==> config.mk <==
export PLATFORM = sky130hd
export DESIGN_NAME = external_interrupt_line_controller
export DESIGN_NICKNAME = d
export VERILOG_FILES = /design/src/hw/rtl/exti_pkg.sv /design/src/hw/rtl/exti_lane.sv /design/src/hw/rtl/exti_merge.sv /design/src/hw/rtl/external_interrupt_line_controller.sv
export VERILOG_INCLUDE_DIRS = /design/src /design/src/hw/rtl
export SDC_FILE = /design/constraint.sdc
export NUM_CORES = 1
export LEC_CHECK = 0
export BUFFER_PORTS_ARGS = -buffer_cell sky130_fd_sc_hd__buf_4
export CAP_MARGIN = 10
export CORE_MARGIN = 8
export CORE_UTILIZATION = 35
export CTS_BUF_LIST = sky130_fd_sc_hd__clkbuf_16
export DETAILED_ROUTE_END_ITERATION = 16
export PLACE_DENSITY_LB_ADDON = 0.05
export SYNTH_ARGS = -nofsm -noshare
export SYNTH_HDL_FRONTEND = slang
export SYNTH_SLANG_ARGS = --single-unit
==> constraint.sdc <==
create_clock -name i_clk -period 2.45 [get_ports i_clk]
set_input_delay 0.245 -clock i_clk [delete_from_list [all_inputs] [get_ports i_clk]]
set_output_delay 0.245 -clock i_clk [all_outputs]
set_load 0.02 [all_outputs]
==> src/hw/rtl/external_interrupt_line_controller_defines.svh <==
// Assertion macros for the external interrupt line controller.
`ifndef EXTERNAL_INTERRUPT_LINE_CONTROLLER_DEFINES_SVH
`define EXTERNAL_INTERRUPT_LINE_CONTROLLER_DEFINES_SVH

// Same-cycle implication, disabled during reset.
`define EILC_ASSERT_NOW(lbl, ante, cons, msg) \
    lbl: assert property (@(posedge i_clk) disable iff (!i_rst_n) (ante) |-> (cons)) \
        else $error(msg);

// Next-cycle implication, disabled during reset.
`define EILC_ASSERT_NEXT(lbl, ante, cons, msg) \
    lbl: assert property (@(posedge i_clk) disable iff (!i_rst_n) (ante) |=> (cons)) \
        else $error(msg);

`endif

==> src/hw/rtl/exti_pkg.sv <==
// Shared constants, types and register codes for the external interrupt controller.
package exti_pkg;

    localparam int NUM_LINES   = 16;
    localparam int NUM_PORTS   = 8;
    localparam int INPUT_PORTS = 8;
    localparam int LVL_W       = 16;
    localparam int SEL_W       = 4;
    localparam int PSEL_W      = $clog2(INPUT_PORTS);
    localparam int SEL_LIMIT   = (NUM_PORTS < INPUT_PORTS) ? NUM_PORTS : INPUT_PORTS;
    localparam int IRQ_W       = 7;
    localparam int LOW_LINES   = 5;

    localparam int CFG_ADDR_W  = 3;
    localparam int CFG_DATA_W  = 64;
    localparam int PSEL_REG_W  = SEL_W * LVL_W;

    localparam int IN_TDATA_W  = LVL_W + INPUT_PORTS * LVL_W;
    localparam int OUT_RAW_W   = LVL_W + IRQ_W + LVL_W;
    localparam int OUT_TDATA_W = ((OUT_RAW_W + 7) / 8) * 8;

    localparam logic [LVL_W-1:0] LINE_MASK       = LVL_W'((32'd1 << NUM_LINES) - 32'd1);
    localparam logic [LVL_W-1:0] GROUP_MID_MASK  = 16'h03E0;
    localparam logic [LVL_W-1:0] GROUP_HIGH_MASK = 16'hFC00;

    localparam logic FUNC_TICK  = 1'b0;
    localparam logic FUNC_CLEAR = 1'b1;

    typedef enum logic [CFG_ADDR_W-1:0] {
        REG_INT_MASK   = 3'd0,
        REG_EVT_MASK   = 3'd1,
        REG_RISE_TRIG  = 3'd2,
        REG_FALL_TRIG  = 3'd3,
        REG_PORT_SEL   = 3'd4
    } t_cfg_reg;

    typedef struct packed {
        logic [SEL_W-1:0] sel;
        logic             rise_en;
        logic             fall_en;
    } t_lane_cfg;

    typedef struct packed {
        logic cur;
        logic trig;
    } t_lane_out;

    typedef struct packed {
        logic [LVL_W-1:0] events;
        logic [IRQ_W-1:0] irq;
        logic [LVL_W-1:0] pending;
    } t_result;

endpackage

==> src/hw/rtl/exti_lane.sv <==
// One line: source port select, edge detect against the stored level, trigger enable.
module exti_lane (
    input  logic [exti_pkg::INPUT_PORTS-1:0] i_pins,
    input  exti_pkg::t_lane_cfg              i_cfg,
    input  logic                             i_prev,
    output exti_pkg::t_lane_out              o_lane
);
    import exti_pkg::*;

    logic w_sel_ok;
    logic w_cur;
    logic w_rise;
    logic w_fall;

    assign w_sel_ok = ({1'b0, i_cfg.sel} < (SEL_W + 1)'(SEL_LIMIT));
    assign w_cur    = w_sel_ok & i_pins[i_cfg.sel[PSEL_W-1:0]];
    assign w_rise   = w_cur & ~i_prev;
    assign w_fall   = ~w_cur & i_prev;

    assign o_lane.cur  = w_cur;
    assign o_lane.trig = (w_rise & i_cfg.rise_en) | (w_fall & i_cfg.fall_en);

endmodule

==> src/hw/rtl/exti_merge.sv <==
// Merges lane results: pending update, event gating, grouped interrupt requests.
module exti_merge (
    input  logic                        i_func,
    input  logic [exti_pkg::LVL_W-1:0]  i_clear,
    input  logic [exti_pkg::LVL_W-1:0]  i_cur,
    input  logic [exti_pkg::LVL_W-1:0]  i_trig,
    input  logic [exti_pkg::LVL_W-1:0]  i_pending,
    input  logic [exti_pkg::LVL_W-1:0]  i_prev,
    input  logic [exti_pkg::LVL_W-1:0]  i_int_mask,
    input  logic [exti_pkg::LVL_W-1:0]  i_evt_mask,
    output logic [exti_pkg::LVL_W-1:0]  o_pending,
    output logic [exti_pkg::LVL_W-1:0]  o_prev,
    output exti_pkg::t_result           o_result
);
    import exti_pkg::*;

    logic [LVL_W-1:0] w_trig;
    logic [LVL_W-1:0] w_masked;
    logic [LVL_W-1:0] w_events;

    assign w_trig = i_trig & LINE_MASK;

    always_comb begin
        if (i_func == FUNC_CLEAR) begin
            o_pending = i_pending & ~i_clear & LINE_MASK;
            o_prev    = i_prev;
            w_events  = '0;
        end else begin
            o_pending = (i_pending | w_trig) & LINE_MASK;
            o_prev    = i_cur & LINE_MASK;
            w_events  = w_trig & i_evt_mask;
        end
    end

    assign w_masked         = o_pending & i_int_mask;
    assign o_result.events  = w_events;
    assign o_result.pending = o_pending;
    assign o_result.irq     = {|(w_masked & GROUP_HIGH_MASK),
                               |(w_masked & GROUP_MID_MASK),
                               w_masked[LOW_LINES-1:0]};

endmodule

==> src/hw/rtl/external_interrupt_line_controller.sv <==
// External interrupt line controller top level: config registers, lanes, state, output stage.
//
// Input stream (s_axis): one transaction per sample tick or clear command.
//   tuser selects the function: tick samples the pin levels of all ports,
//   clear drops the pending bits written as one.
// Output stream (m_axis): exactly one result transaction per input transaction,
//   in order: pending register after the item, grouped interrupt requests
//   (lines 0-4 alone, 5-9 ORed, 10-15 ORed) and the masked event pulses.
// Configuration: i_cfg_we writes i_cfg_data to register i_cfg_addr
//   (0 interrupt mask, 1 event mask, 2 rising trigger, 3 falling trigger,
//   4 port select, four bits per line). Write only while idle.
// Throughput: one item per cycle while input ready is high; all sixteen lines are
//   evaluated in parallel lanes and the state update closes in that same cycle.
// Stall: a two-entry output stage (output register plus skid register) keeps
//   input ready while one result waits; ready drops only when both are full.
// Reset: synchronous, active low; clears config, previous levels, pending and
//   the output stage valid flags. Levels start low, so a pin high on the first tick is a
//   rising edge.
module external_interrupt_line_controller (
    input  logic                              i_clk,
    input  logic                              i_rst_n,
    input  logic                              i_s_axis_tvalid,
    output logic                              o_s_axis_tready,
    // clear_bits, port0_levels .. port7_levels
    input  logic [exti_pkg::IN_TDATA_W-1:0]   i_s_axis_tdata,
    // func
    input  logic                              i_s_axis_tuser,
    output logic                              o_m_axis_tvalid,
    input  logic                              i_m_axis_tready,
    // pending_bits, irq_lines, event_pulses, zero pad
    output logic [exti_pkg::OUT_TDATA_W-1:0]  o_m_axis_tdata,
    input  logic                              i_cfg_we,
    input  logic [exti_pkg::CFG_ADDR_W-1:0]   i_cfg_addr,
    input  logic [exti_pkg::CFG_DATA_W-1:0]   i_cfg_data
);
    import exti_pkg::*;
    `include "external_interrupt_line_controller_defines.svh"

    logic [LVL_W-1:0]      r_int_mask;
    logic [LVL_W-1:0]      r_evt_mask;
    logic [LVL_W-1:0]      r_rise_trig;
    logic [LVL_W-1:0]      r_fall_trig;
    logic [PSEL_REG_W-1:0] r_port_sel;

    logic [LVL_W-1:0]      r_prev;
    logic [LVL_W-1:0]      r_pending;
    logic [LVL_W-1:0]      n_prev;
    logic [LVL_W-1:0]      n_pending;

    logic                  r_out_valid;
    logic                  r_skid_valid;
    t_result               r_out;
    t_result               r_skid;
    t_result               n_result;

    logic                  w_acc;
    logic                  w_take;
    logic [LVL_W-1:0]      w_cur;
    logic [LVL_W-1:0]      w_trig;
    logic [LVL_W-1:0]      w_port [INPUT_PORTS];

    assign o_s_axis_tready = ~r_skid_valid;
    assign o_m_axis_tvalid = r_out_valid;
    assign w_acc           = i_s_axis_tvalid & o_s_axis_tready;
    assign w_take          = r_out_valid & i_m_axis_tready;
    assign o_m_axis_tdata  = OUT_TDATA_W'(r_out);

    for (genvar p = 0; p < INPUT_PORTS; p++) begin : g_port
        assign w_port[p] = i_s_axis_tdata[LVL_W + p*LVL_W +: LVL_W];
    end

    for (genvar n = 0; n < LVL_W; n++) begin : g_line
        if (n < NUM_LINES) begin : g_lane
            logic [INPUT_PORTS-1:0] w_pins;
            t_lane_cfg              w_cfg;
            t_lane_out              w_lane;

            for (genvar p = 0; p < INPUT_PORTS; p++) begin : g_pin
                assign w_pins[p] = w_port[p][n];
            end

            assign w_cfg.sel     = r_port_sel[n*SEL_W +: SEL_W];
            assign w_cfg.rise_en = r_rise_trig[n];
            assign w_cfg.fall_en = r_fall_trig[n];

            exti_lane u_lane (
                .i_pins (w_pins),
                .i_cfg  (w_cfg),
                .i_prev (r_prev[n]),
                .o_lane (w_lane)
            );

            assign w_cur[n]  = w_lane.cur;
            assign w_trig[n] = w_lane.trig;
        end else begin : g_idle
            assign w_cur[n]  = 1'b0;
            assign w_trig[n] = 1'b0;
        end
    end

    exti_merge u_merge (
        .i_func     (i_s_axis_tuser),
        .i_clear    (i_s_axis_tdata[LVL_W-1:0]),
        .i_cur      (w_cur),
        .i_trig     (w_trig),
        .i_pending  (r_pending),
        .i_prev     (r_prev),
        .i_int_mask (r_int_mask),
        .i_evt_mask (r_evt_mask),
        .o_pending  (n_pending),
        .o_prev     (n_prev),
        .o_result   (n_result)
    );

    always_ff @(posedge i_clk) begin
        if (!i_rst_n) begin
            r_int_mask  <= '0;
            r_evt_mask  <= '0;
            r_rise_trig <= '0;
            r_fall_trig <= '0;
            r_port_sel  <= '0;
        end else if (i_cfg_we) begin
            case (t_cfg_reg'(i_cfg_addr))
                REG_INT_MASK:  r_int_mask  <= i_cfg_data[LVL_W-1:0];
                REG_EVT_MASK:  r_evt_mask  <= i_cfg_data[LVL_W-1:0];
                REG_RISE_TRIG: r_rise_trig <= i_cfg_data[LVL_W-1:0];
                REG_FALL_TRIG: r_fall_trig <= i_cfg_data[LVL_W-1:0];
                REG_PORT_SEL:  r_port_sel  <= i_cfg_data[PSEL_REG_W-1:0];
                default: ;
            endcase
        end
    end

    always_ff @(posedge i_clk) begin
        if (!i_rst_n) begin
            r_prev    <= '0;
            r_pending <= '0;
        end else if (w_acc) begin
            r_prev    <= n_prev;
            r_pending <= n_pending;
        end
    end

    always_ff @(posedge i_clk) begin
        if (!i_rst_n) begin
            r_out_valid  <= 1'b0;
            r_skid_valid <= 1'b0;
        end else if (r_out_valid && !w_take) begin
            if (w_acc) begin
                r_skid_valid <= 1'b1;
            end
        end else if (r_skid_valid) begin
            r_out_valid  <= 1'b1;
            r_skid_valid <= 1'b0;
        end else begin
            r_out_valid  <= w_acc;
        end
    end

    always_ff @(posedge i_clk) begin
        if (r_out_valid && !w_take) begin
            if (w_acc) begin
                r_skid <= n_result;
            end
        end else if (r_skid_valid) begin
            r_out <= r_skid;
        end else if (w_acc) begin
            r_out <= n_result;
        end
    end

    `EILC_ASSERT_NOW(a_skid_behind_out, r_skid_valid, r_out_valid,
        "skid register holds a result while the output register is empty")
    `EILC_ASSERT_NEXT(a_clear_done, w_acc && (i_s_axis_tuser == FUNC_CLEAR),
        (r_pending & $past(i_s_axis_tdata[LVL_W-1:0])) == '0,
        "pending bit survived a clear")
    `EILC_ASSERT_NEXT(a_drain, w_take && !r_skid_valid && !w_acc, !o_m_axis_tvalid,
        "output stays valid after its only result was taken")
    `EILC_ASSERT_NOW(a_event_pending, r_out_valid,
        (r_out.events & ~r_out.pending) == '0,
        "event pulse without matching pending bit")

endmodule

# Word level (Yosys, flattened, before mapping)
# Index checks and enable logic that the tools add are counted.
dict set report op_classes {
  bitwise 138
  n_reduce_logical 15
  n_lt_le_gt_ge 32
  muxes 37
  n_eq_ne 4
}
# op count
set ops {}
lappend ops {{1-bit bitwise AND} 82}
lappend ops {{39-bit two-way mux} 2}
lappend ops {{3-bit by 4-bit < comparator with 1-bit output (second input constant)} 16}
lappend ops {{4-bit < comparator (second input constant)} 16}
lappend ops {{16-bit bitwise AND} 3}
lappend ops {{1-bit binary-select mux with 3-bit select} 16}
lappend ops {{1-bit inverter} 35}
lappend ops {{16-bit two-way mux} 2}
lappend ops {{2-bit AND reduction} 9}
lappend ops {{1-bit two-way mux} 17}
lappend ops {{16-bit inverter} 1}
lappend ops {{1-bit bitwise OR} 16}
lappend ops {{16-bit bitwise OR} 1}
lappend ops {{3-bit by 2-bit == test with 1-bit output (second input constant)} 2}
lappend ops {{6-bit OR reduction} 1}
lappend ops {{5-bit OR reduction} 1}
lappend ops {{3-bit by 1-bit == test with 1-bit output (second input constant)} 1}
lappend ops {{3-bit == test (second input constant)} 1}
lappend ops {{3-bit zero test} 1}
lappend ops {{2-bit nonzero test} 1}
lappend ops {{1-bit logical AND} 1}
lappend ops {{1-bit zero test} 1}
dict set report word_totals {
  wordCells 241
  ff_bits 240
  inputBits 217
  output_inout_bits 42
}

# Depth between registers and ports, before layout
dict set report logic_depth {
  word_depth 13
  ltp_mapped 8
  mapped_depth_nobuf 6
}

# By module
# Synthesis repeated with hierarchy kept, for this count alone.
dict set report hier_totals {
  cells_unflattened 1093
  hier_area_um2 11183.2
}
# module cells_each area_each_um2 seq_area_each_um2 instances
set by_module_without_submodules {}
lappend by_module_without_submodules {external_interrupt_line_controller 776 8585.7 5585.4 1}
lappend by_module_without_submodules {exti_lane 11 108.9 0.0 16}
lappend by_module_without_submodules {exti_merge 141 855.8 0.0 1}

# Worst setup path after synthesis
# Ideal clock, no wire load.
dict set report synth_timing {
  path_kind {reg-to-reg}
  start {reg r_skid_valid}
  end {reg r_skid[0] (netlist name), enable pin}
  n_path_buf 0
  arrival_ps 2246
  required_ps 2015
  stages_incl_launch_ff 4
  slack_ps -232
  setup_time_ps 435
  synth_period_minus_slack_ps 2682
  cell_sequence {dfxtp_1 > inv_2 > nand2_1 > nor2_1}
}
dict set report synth_via {
  elab_chain_len 3
}
# element line_no
set synth_lines {}
lappend synth_lines {{start: declaration} external_interrupt_line_controller.sv:51} ;# logic r_skid_valid;
lappend synth_lines {{start signal: assignment} external_interrupt_line_controller.sv:147} ;# r_skid_valid <= 1'b0;
lappend synth_lines {{start signal: assignment} external_interrupt_line_controller.sv:150} ;# r_skid_valid <= 1'b1;
lappend synth_lines {{start signal: assignment} external_interrupt_line_controller.sv:154} ;# r_skid_valid <= 1'b0;
lappend synth_lines {{1-bit inverter} external_interrupt_line_controller.sv:62} ;# assign o_s_axis_tready = ~r_skid_valid;
lappend synth_lines {{1-bit bitwise AND} external_interrupt_line_controller.sv:64} ;# assign w_acc = i_s_axis_tvalid & o_s_axis_tready;
lappend synth_lines {{2-bit AND reduction (no source line)} --}
lappend synth_lines {{end signal: assignment} external_interrupt_line_controller.sv:163} ;# r_skid <= n_result;
lappend synth_lines {{end: declaration} external_interrupt_line_controller.sv:53} ;# t_result r_skid;
# No other way between the ends.
# A chain may end at the register's enable or synchronous reset.

# Worst setup path in the final report
dict set report layout_timing {
  start {reg r_port_sel[33]}
  end {reg r_out (netlist bit o_m_axis_tdata[21]) (data pin)}
}
dict set report layout_via {
  elab_chain_len 13
  word_cells_on_any_way 16
  cone_classes {order compare (1); mux (5); bitwise (9); reduce/logical (1)}
}
# element line_no
set layout_lines {}
lappend layout_lines {{start: declaration} external_interrupt_line_controller.sv:43} ;# logic [PSEL_REG_W-1:0] r_port_sel;
lappend layout_lines {{start signal: assignment} external_interrupt_line_controller.sv:128} ;# REG_PORT_SEL: r_port_sel <= i_cfg_data[PSEL_REG_W-1:0];
lappend layout_lines {{1-bit binary-select mux with 3-bit select} exti_lane.sv:16} ;# assign w_cur = w_sel_ok & i_pins[i_cfg.sel[PSEL_W-1:0]];
lappend layout_lines {{1-bit two-way mux (implied by the code)} exti_lane.sv:16}
lappend layout_lines {{1-bit bitwise AND (*)} exti_lane.sv:16}
lappend layout_lines {{1-bit inverter} exti_lane.sv:18} ;# assign w_fall = ~w_cur & i_prev;
lappend layout_lines {{1-bit bitwise AND} exti_lane.sv:18}
lappend layout_lines {{1-bit bitwise AND} exti_lane.sv:21} ;# assign o_lane.trig = (w_rise & i_cfg.rise_en) | (w_fall & i_cfg.fall_en);
lappend layout_lines {{1-bit bitwise OR (*)} exti_lane.sv:21}
lappend layout_lines {{16-bit bitwise OR (*)} exti_merge.sv:29} ;# o_pending = (i_pending | w_trig) & LINE_MASK;
lappend layout_lines {{16-bit two-way mux (*)} exti_merge.sv:24} ;# if (i_func == FUNC_CLEAR) begin
lappend layout_lines {{net n_pending[8]} external_interrupt_line_controller.sv:48} ;# logic [LVL_W-1:0] n_pending;
lappend layout_lines {{16-bit bitwise AND (*)} exti_merge.sv:35} ;# assign w_masked = o_pending & i_int_mask;
lappend layout_lines {{5-bit OR reduction (*)} exti_merge.sv:39} ;# |(w_masked & GROUP_MID_MASK),
lappend layout_lines {{39-bit two-way mux (*)} external_interrupt_line_controller.sv:167} ;# end else if (w_acc) begin
lappend layout_lines {{39-bit two-way mux (*)} external_interrupt_line_controller.sv:165} ;# end else if (r_skid_valid) begin
lappend layout_lines {{end signal: assignment} external_interrupt_line_controller.sv:166} ;# r_out <= r_skid;
lappend layout_lines {{end signal: assignment} external_interrupt_line_controller.sv:168} ;# r_out <= n_result;
lappend layout_lines {{end: declaration} external_interrupt_line_controller.sv:52} ;# t_result r_out;
# Mark *: on every way through the listed nets, which the timed path passes. The rest lies on a longest branch. The select of a mux whose other input is x is not followed.

==> impl_results.html <==
<table>
<tr><th>Metric</th><th>Value</th></tr>
<tr><th colspan="2">Timing</th></tr>
<tr><td>Total negative slack for setup checks</td><td>0 ns</td></tr>
<tr><td>Slew of the pin with the lowest slew margin</td><td>0.756 ns</td></tr>
<tr><td>Unrepaired setup endpoints after global routing</td><td>true</td></tr>
<tr><td>Hold_ws</td><td>0.0164 ns</td></tr>
<tr><td>Post-route clock skew</td><td>0.00740 ns</td></tr>
<tr><td>Maximum achievable frequency</td><td>424 MHz</td></tr>
<tr><td>Total count of hold-check failures in the final report</td><td>0</td></tr>
<tr><td>Number of endpoints failing setup at the final stage</td><td>0</td></tr>
<tr><td>Relative slew margins</td><td>49.6%</td></tr>
<tr><td>Final cycle utilization of the critical path</td><td>96.2%</td></tr>
<tr><td>Final worst path period need</td><td>2.36 ns</td></tr>
<tr><td>Pins over their slew limit</td><td>0</td></tr>
<tr><th colspan="2">Yosys</th></tr>
<tr><td>Post-synthesis register bit count</td><td>240</td></tr>
<tr><td>Mean area per synthesized cell</td><td>9.87 um2</td></tr>
<tr><td>Yosys warns</td><td>0</td></tr>
<tr><td>Distinct cells, synth</td><td>46</td></tr>
<tr><td>Sequential fraction of the synthesis area</td><td>52.0%</td></tr>
<tr><td>Fraction of registers with async set/reset</td><td>0%</td></tr>
<tr><td>Most instantiated flip-flop cell in the synthesis netlist</td><td>sky130_fd_sc_hd__dfxtp_1</td></tr>
<tr><td>Post-synth net total</td><td>1,305</td></tr>
<tr><td>Post-synthesis instance area</td><td>0.0107 mm2</td></tr>
<tr><td>EDFF count, synth</td><td>78</td></tr>
<tr><td>Post-Synthesis Cells</td><td>1,088</td></tr>
<tr><th colspan="2">Layout</th></tr>
<tr><td>Share of layout cells above drive strength 1</td><td>29.3%</td></tr>
<tr><td>Final #Nets</td><td>1,637</td></tr>
<tr><td>Area overhead of the layout relative to synthesis</td><td>38.8%</td></tr>
<tr><td>Filler cells</td><td>2,982</td></tr>
<tr><td>Fin util</td><td>49.0%</td></tr>
<tr><th colspan="2">Global routing</th></tr>
<tr><td>Maximum number of pins on one net before global-route repair</td><td>67</td></tr>
<tr><td>GR Overflow Total</td><td>0</td></tr>
<tr><td>Met3 track demand over resource in global routing</td><td>4.14%</td></tr>
<tr><td>Combined global-route utilization of all metal layers</td><td>17.5%</td></tr>
<tr><td>Met2 usage in global routing</td><td>27.8%</td></tr>
<tr><td>First-pass GRT wire length</td><td>50,700 um</td></tr>
<tr><td>Layer carrying the most global-route usage</td><td>met2</td></tr>
<tr><td>GR Util met1</td><td>23.9%</td></tr>
<tr><td>Vias in the first global route</td><td>9,098</td></tr>
<tr><td>Antenna violations before repair</td><td>2</td></tr>
<tr><th colspan="2">Route</th></tr>
<tr><td>Total routed wirelength</td><td>33,000 um</td></tr>
<tr><td>Detailed router's first-iteration violation count</td><td>457</td></tr>
<tr><td>Final ANT Viol Nets</td><td>0</td></tr>
<tr><td>Via count of the routed design</td><td>8,862</td></tr>
<tr><td>Detailed-route vias per instance</td><td>4.82</td></tr>
<tr><td>Count of TritonRoute iterations in the first routing pass</td><td>5</td></tr>
<tr><td>Wire per inst</td><td>17.9 um</td></tr>
<tr><td>Detailed-route DRC error count</td><td>0</td></tr>
<tr><th colspan="2">Worst setup path</th></tr>
<tr><td>R2R setup slack</td><td>0.09 ns</td></tr>
<tr><td>Worst reg2reg path endpoint</td><td>o_m_axis_tdata[21]</td></tr>
<tr><td>Data required time at the worst endpoint</td><td>2.72 ns</td></tr>
<tr><td>Crit path capture</td><td>o_m_axis_tdata[21]</td></tr>
<tr><td>Critical Path Start Type</td><td>flip-flop</td></tr>
<tr><td>Peak per-stage delay on the critical path</td><td>0.53 ns</td></tr>
<tr><td>Worst-path cell chain</td><td>mux4_2 &gt; mux2i_4 &gt; mux2i_1 &gt; a221o_1 &gt; a222oi_1 &gt; a31oi_1</td></tr>
<tr><td>Arrival time at the worst endpoint</td><td>2.63 ns</td></tr>
<tr><td>First element of the critical path</td><td>r_port_sel[33]</td></tr>
<tr><td>Cell with the biggest individual delay on the critical path</td><td>sky130_fd_sc_hd__mux4_2</td></tr>
<tr><td>Number of cells on the worst reg-to-reg path</td><td>6</td></tr>
<tr><td>Sort of element at the end of the critical path</td><td>flip-flop</td></tr>
<tr><td>Critical Setup Path Class</td><td>reg2reg</td></tr>
<tr><td>Critical path fanouts, max</td><td>3</td></tr>
<tr><td>Beginning of the worst register-to-register path</td><td>r_port_sel[33]</td></tr>
<tr><th colspan="2">Clock network</th></tr>
<tr><td>Number of clock buffers inserted by TritonCTS</td><td>28</td></tr>
<tr><td>CTS tree</td><td>done</td></tr>
<tr><td>Number of sinks on the clock net</td><td>240</td></tr>
<tr><td>Clock-pin slew on the worst setup and hold paths</td><td>0.06 ns</td></tr>
<tr><td>Clock Tree Root</td><td>sky130_fd_sc_hd__clkbuf_16</td></tr>
<tr><td>Clock latency on the worst-skew pair</td><td>0.54 ns</td></tr>
<tr><td>Buffer depth of the longest clock path</td><td>3</td></tr>
<tr><td>CTS H-tree depth</td><td>1</td></tr>
<tr><th colspan="2">Die</th></tr>
<tr><td>Die Height</td><td>191 um</td></tr>
<tr><td>Floorplan core area</td><td>0.0304 mm2</td></tr>
<tr><td>Die Span X</td><td>191 um</td></tr>
<tr><td>Initial Utilization</td><td>35.3%</td></tr>
<tr><td>Boundary Pins</td><td>259</td></tr>
<tr><td>Row count</td><td>64</td></tr>
<tr><td>Area of the die</td><td>0.0365 mm2</td></tr>
<tr><th colspan="2">Worst hold path</th></tr>
<tr><td>Worst hold path startpoint</td><td>i_cfg_data[4]</td></tr>
<tr><td>Class of the tightest hold or removal check</td><td>in2reg</td></tr>
<tr><th colspan="2">Place</th></tr>
<tr><td>Half-perimeter wire length after detailed placement</td><td>23,700 um</td></tr>
<tr><td>Number of input and output port buffers inserted</td><td>257</td></tr>
<tr><td>Gp weighted congestion</td><td>0.773</td></tr>
<tr><th colspan="2">Power and ir drop</th></tr>
<tr><td>Sum of internal, switching and leakage power</td><td>9470 uW</td></tr>
<tr><td>Total power density per cell area</td><td>635 mW/mm2</td></tr>
<tr><td>Leakage power summed over all cells</td><td>0.00581 uW</td></tr>
<tr><td>Highest ir drop seen on vdd</td><td>462 uV</td></tr>
<tr><th colspan="2">Run</th></tr>
<tr><td>Count of max-cap constraint violations</td><td>0</td></tr>
<tr><th colspan="2">Run status</th></tr>
<tr><td>Outcome</td><td>completed</td></tr>
</table>
==> metal layers <==
layer	vias up	wire [um]	part of all wire [%]
met3	45	2130	6.5
met2	230	15100	46
met5	-	27	0.082
met4	4	610	1.8
met1	4140	15100	46
li1	4443	-	-
==> power by group <==
group	internal, uW	switching, uW	leakage [uW]
Combinational	575	468	0.00330
Sequential	4240	69.7	0.00204
Clock	2450	1670	0.000472
==> Yosys cell counts (2+ instances only) <==
master	n	area share, %
sky130_fd_sc_hd__or2_2	2	0.12
sky130_fd_sc_hd__a21boi_0	123	8.6
sky130_fd_sc_hd__mux4_2	27	5.7
sky130_fd_sc_hd__dfxtp_1	162	30
sky130_fd_sc_hd__inv_1	15	0.52
sky130_fd_sc_hd__a21oi_1	22	1.0
sky130_fd_sc_hd__nor3b_1	11	0.77
sky130_fd_sc_hd__mux2i_1	33	3.1
sky130_fd_sc_hd__nand3_1	9	0.42
sky130_fd_sc_hd__buf_1	4	0.14
sky130_fd_sc_hd__mux4_1	2	0.49
sky130_fd_sc_hd__a41o_1	2	0.19
sky130_fd_sc_hd__clkbuf_1	55	1.9
sky130_fd_sc_hd__o21ai_1	6	0.28
sky130_fd_sc_hd__a2111oi_0	2	0.16
sky130_fd_sc_hd__nor2b_1	14	0.82
sky130_fd_sc_hd__a222oi_1	3	0.28
sky130_fd_sc_hd__mux2_2	31	3.3
sky130_fd_sc_hd__a2bb2oi_1	7	0.57
sky130_fd_sc_hd__nand2b_1	13	0.76
sky130_fd_sc_hd__nor3_1	6	0.28
sky130_fd_sc_hd__o21a_1	3	0.21
sky130_fd_sc_hd__a21boi_1	18	1.3
sky130_fd_sc_hd__o21ai_0	18	0.84
sky130_fd_sc_hd__o31a_1	3	0.24
sky130_fd_sc_hd__o211ai_1	2	0.14
sky130_fd_sc_hd__nand2_1	336	12
sky130_fd_sc_hd__o211a_1	5	0.47
sky130_fd_sc_hd__and2_1	9	0.52
sky130_fd_sc_hd__edfxtp_1	78	22
sky130_fd_sc_hd__nor2_1	39	1.4
sky130_fd_sc_hd__and3_1	11	0.64
sky130_fd_sc_hd__a31oi_1	4	0.23
==> critical path: cells and delay by family, from the launching register on <==
family | cells | cell delay (ns)
multiplexers | 3 | 0.81
flip-flops | 1 | 0.36
AO/OA/AOI/OAI | 3 | 0.92
==> layout by cell type, fill, tap and decap left out, drive strengths merged, types with 4 or more instances in the layout <==
| cell type | instances |
|---|---|
| edfxtp | 78 |
| and2 | 9 |
| a21boi | 141 |
| nor2b | 14 |
| inv | 22 |
| a21oi | 22 |
| o211a | 5 |
| nor2 | 39 |
| clkinv | 12 |
| mux2 | 31 |
| clkbuf | 29 |
| nand2 | 336 |
| a31oi | 4 |
| dlygate4sd3 | 59 |
| nor3b | 11 |
| a2bb2oi | 7 |
| and3 | 11 |
| mux4 | 29 |
| nand2b | 13 |
| buf | 303 |
| mux2i | 34 |
| o21ai | 24 |
| dfxtp | 162 |
| nor3 | 6 |
| nand3 | 9 |
==> how the worst min path moves through the flow <==
stage                                end  slack (ns)  depth (start not counted)
after global placement    r_int_mask[12]        0.44                          2
after CTS                  r_int_mask[4]      0.0003                          3
after detailed placement  r_fall_trig[6]        0.45                          2
after floorplan           r_fall_trig[7]        0.38                          2
final                      r_int_mask[4]        0.02                          3
after global routing       r_int_mask[4]       0.008                          3
==> registers in the layout, indices dropped and copies added (netlist names) <==
register         count
r_port_sel          64
o_m_axis_tdata      39
r_skid              39
r_evt_mask          16
r_fall_trig         16
r_int_mask          16
r_pending           16
r_prev              16
r_rise_trig         16
o_m_axis_tvalid      1
r_skid_valid         1
==> through the flow <==
stage / cells / worst slack (ns) / cell area, um2
6_report: 1839 / 0.0929 / 14900
5_1_grt: 1838 / -0.0222 / 14900
4_1_cts: 1836 / 0.0212 / 14900
3_5_place_dp: 1725 / 0.0314 / 13400
3_3_place_gp: 1725 / 0.0751 / 13400
2_1_floorplan: 1088 / 0.150 / 10700
==> what timing repair did <==
item	CTS	global route
hold buffers	59	0
setup endpoints to repair	0	3
hold endpoints to repair	80	0
buffers inserted	0	2
resized for setup	0	12
==> kinds of logic (layout without fill, tap and decap cells) <==
group	after synthesis	after routing	share of synthesized area (%)
buffers and inverters	76	430	2.69
flip-flops	240	240	52.0
AO/OA/AOI/OAI	225	225	15.0
AND/OR/NAND/NOR	452	452	17.6
other	1	2	0.0349
multiplexers	94	94	12.7
==> final cells by class <==
class                   count  area (um2)  share of cell area (%)
repair buffers            362        2940                    19.7
multi-input cells         772        4910                    32.9
clock inverters            23         184                    1.23
flip-flops and latches    240        5590                    37.5
clock buffers              29         726                    4.87
diodes                      1        2.50                  0.0168
well taps                 396         495                    3.32
inverters                  16        60.1                   0.403
Note: power is estimated with default switching activity, not from simulation.
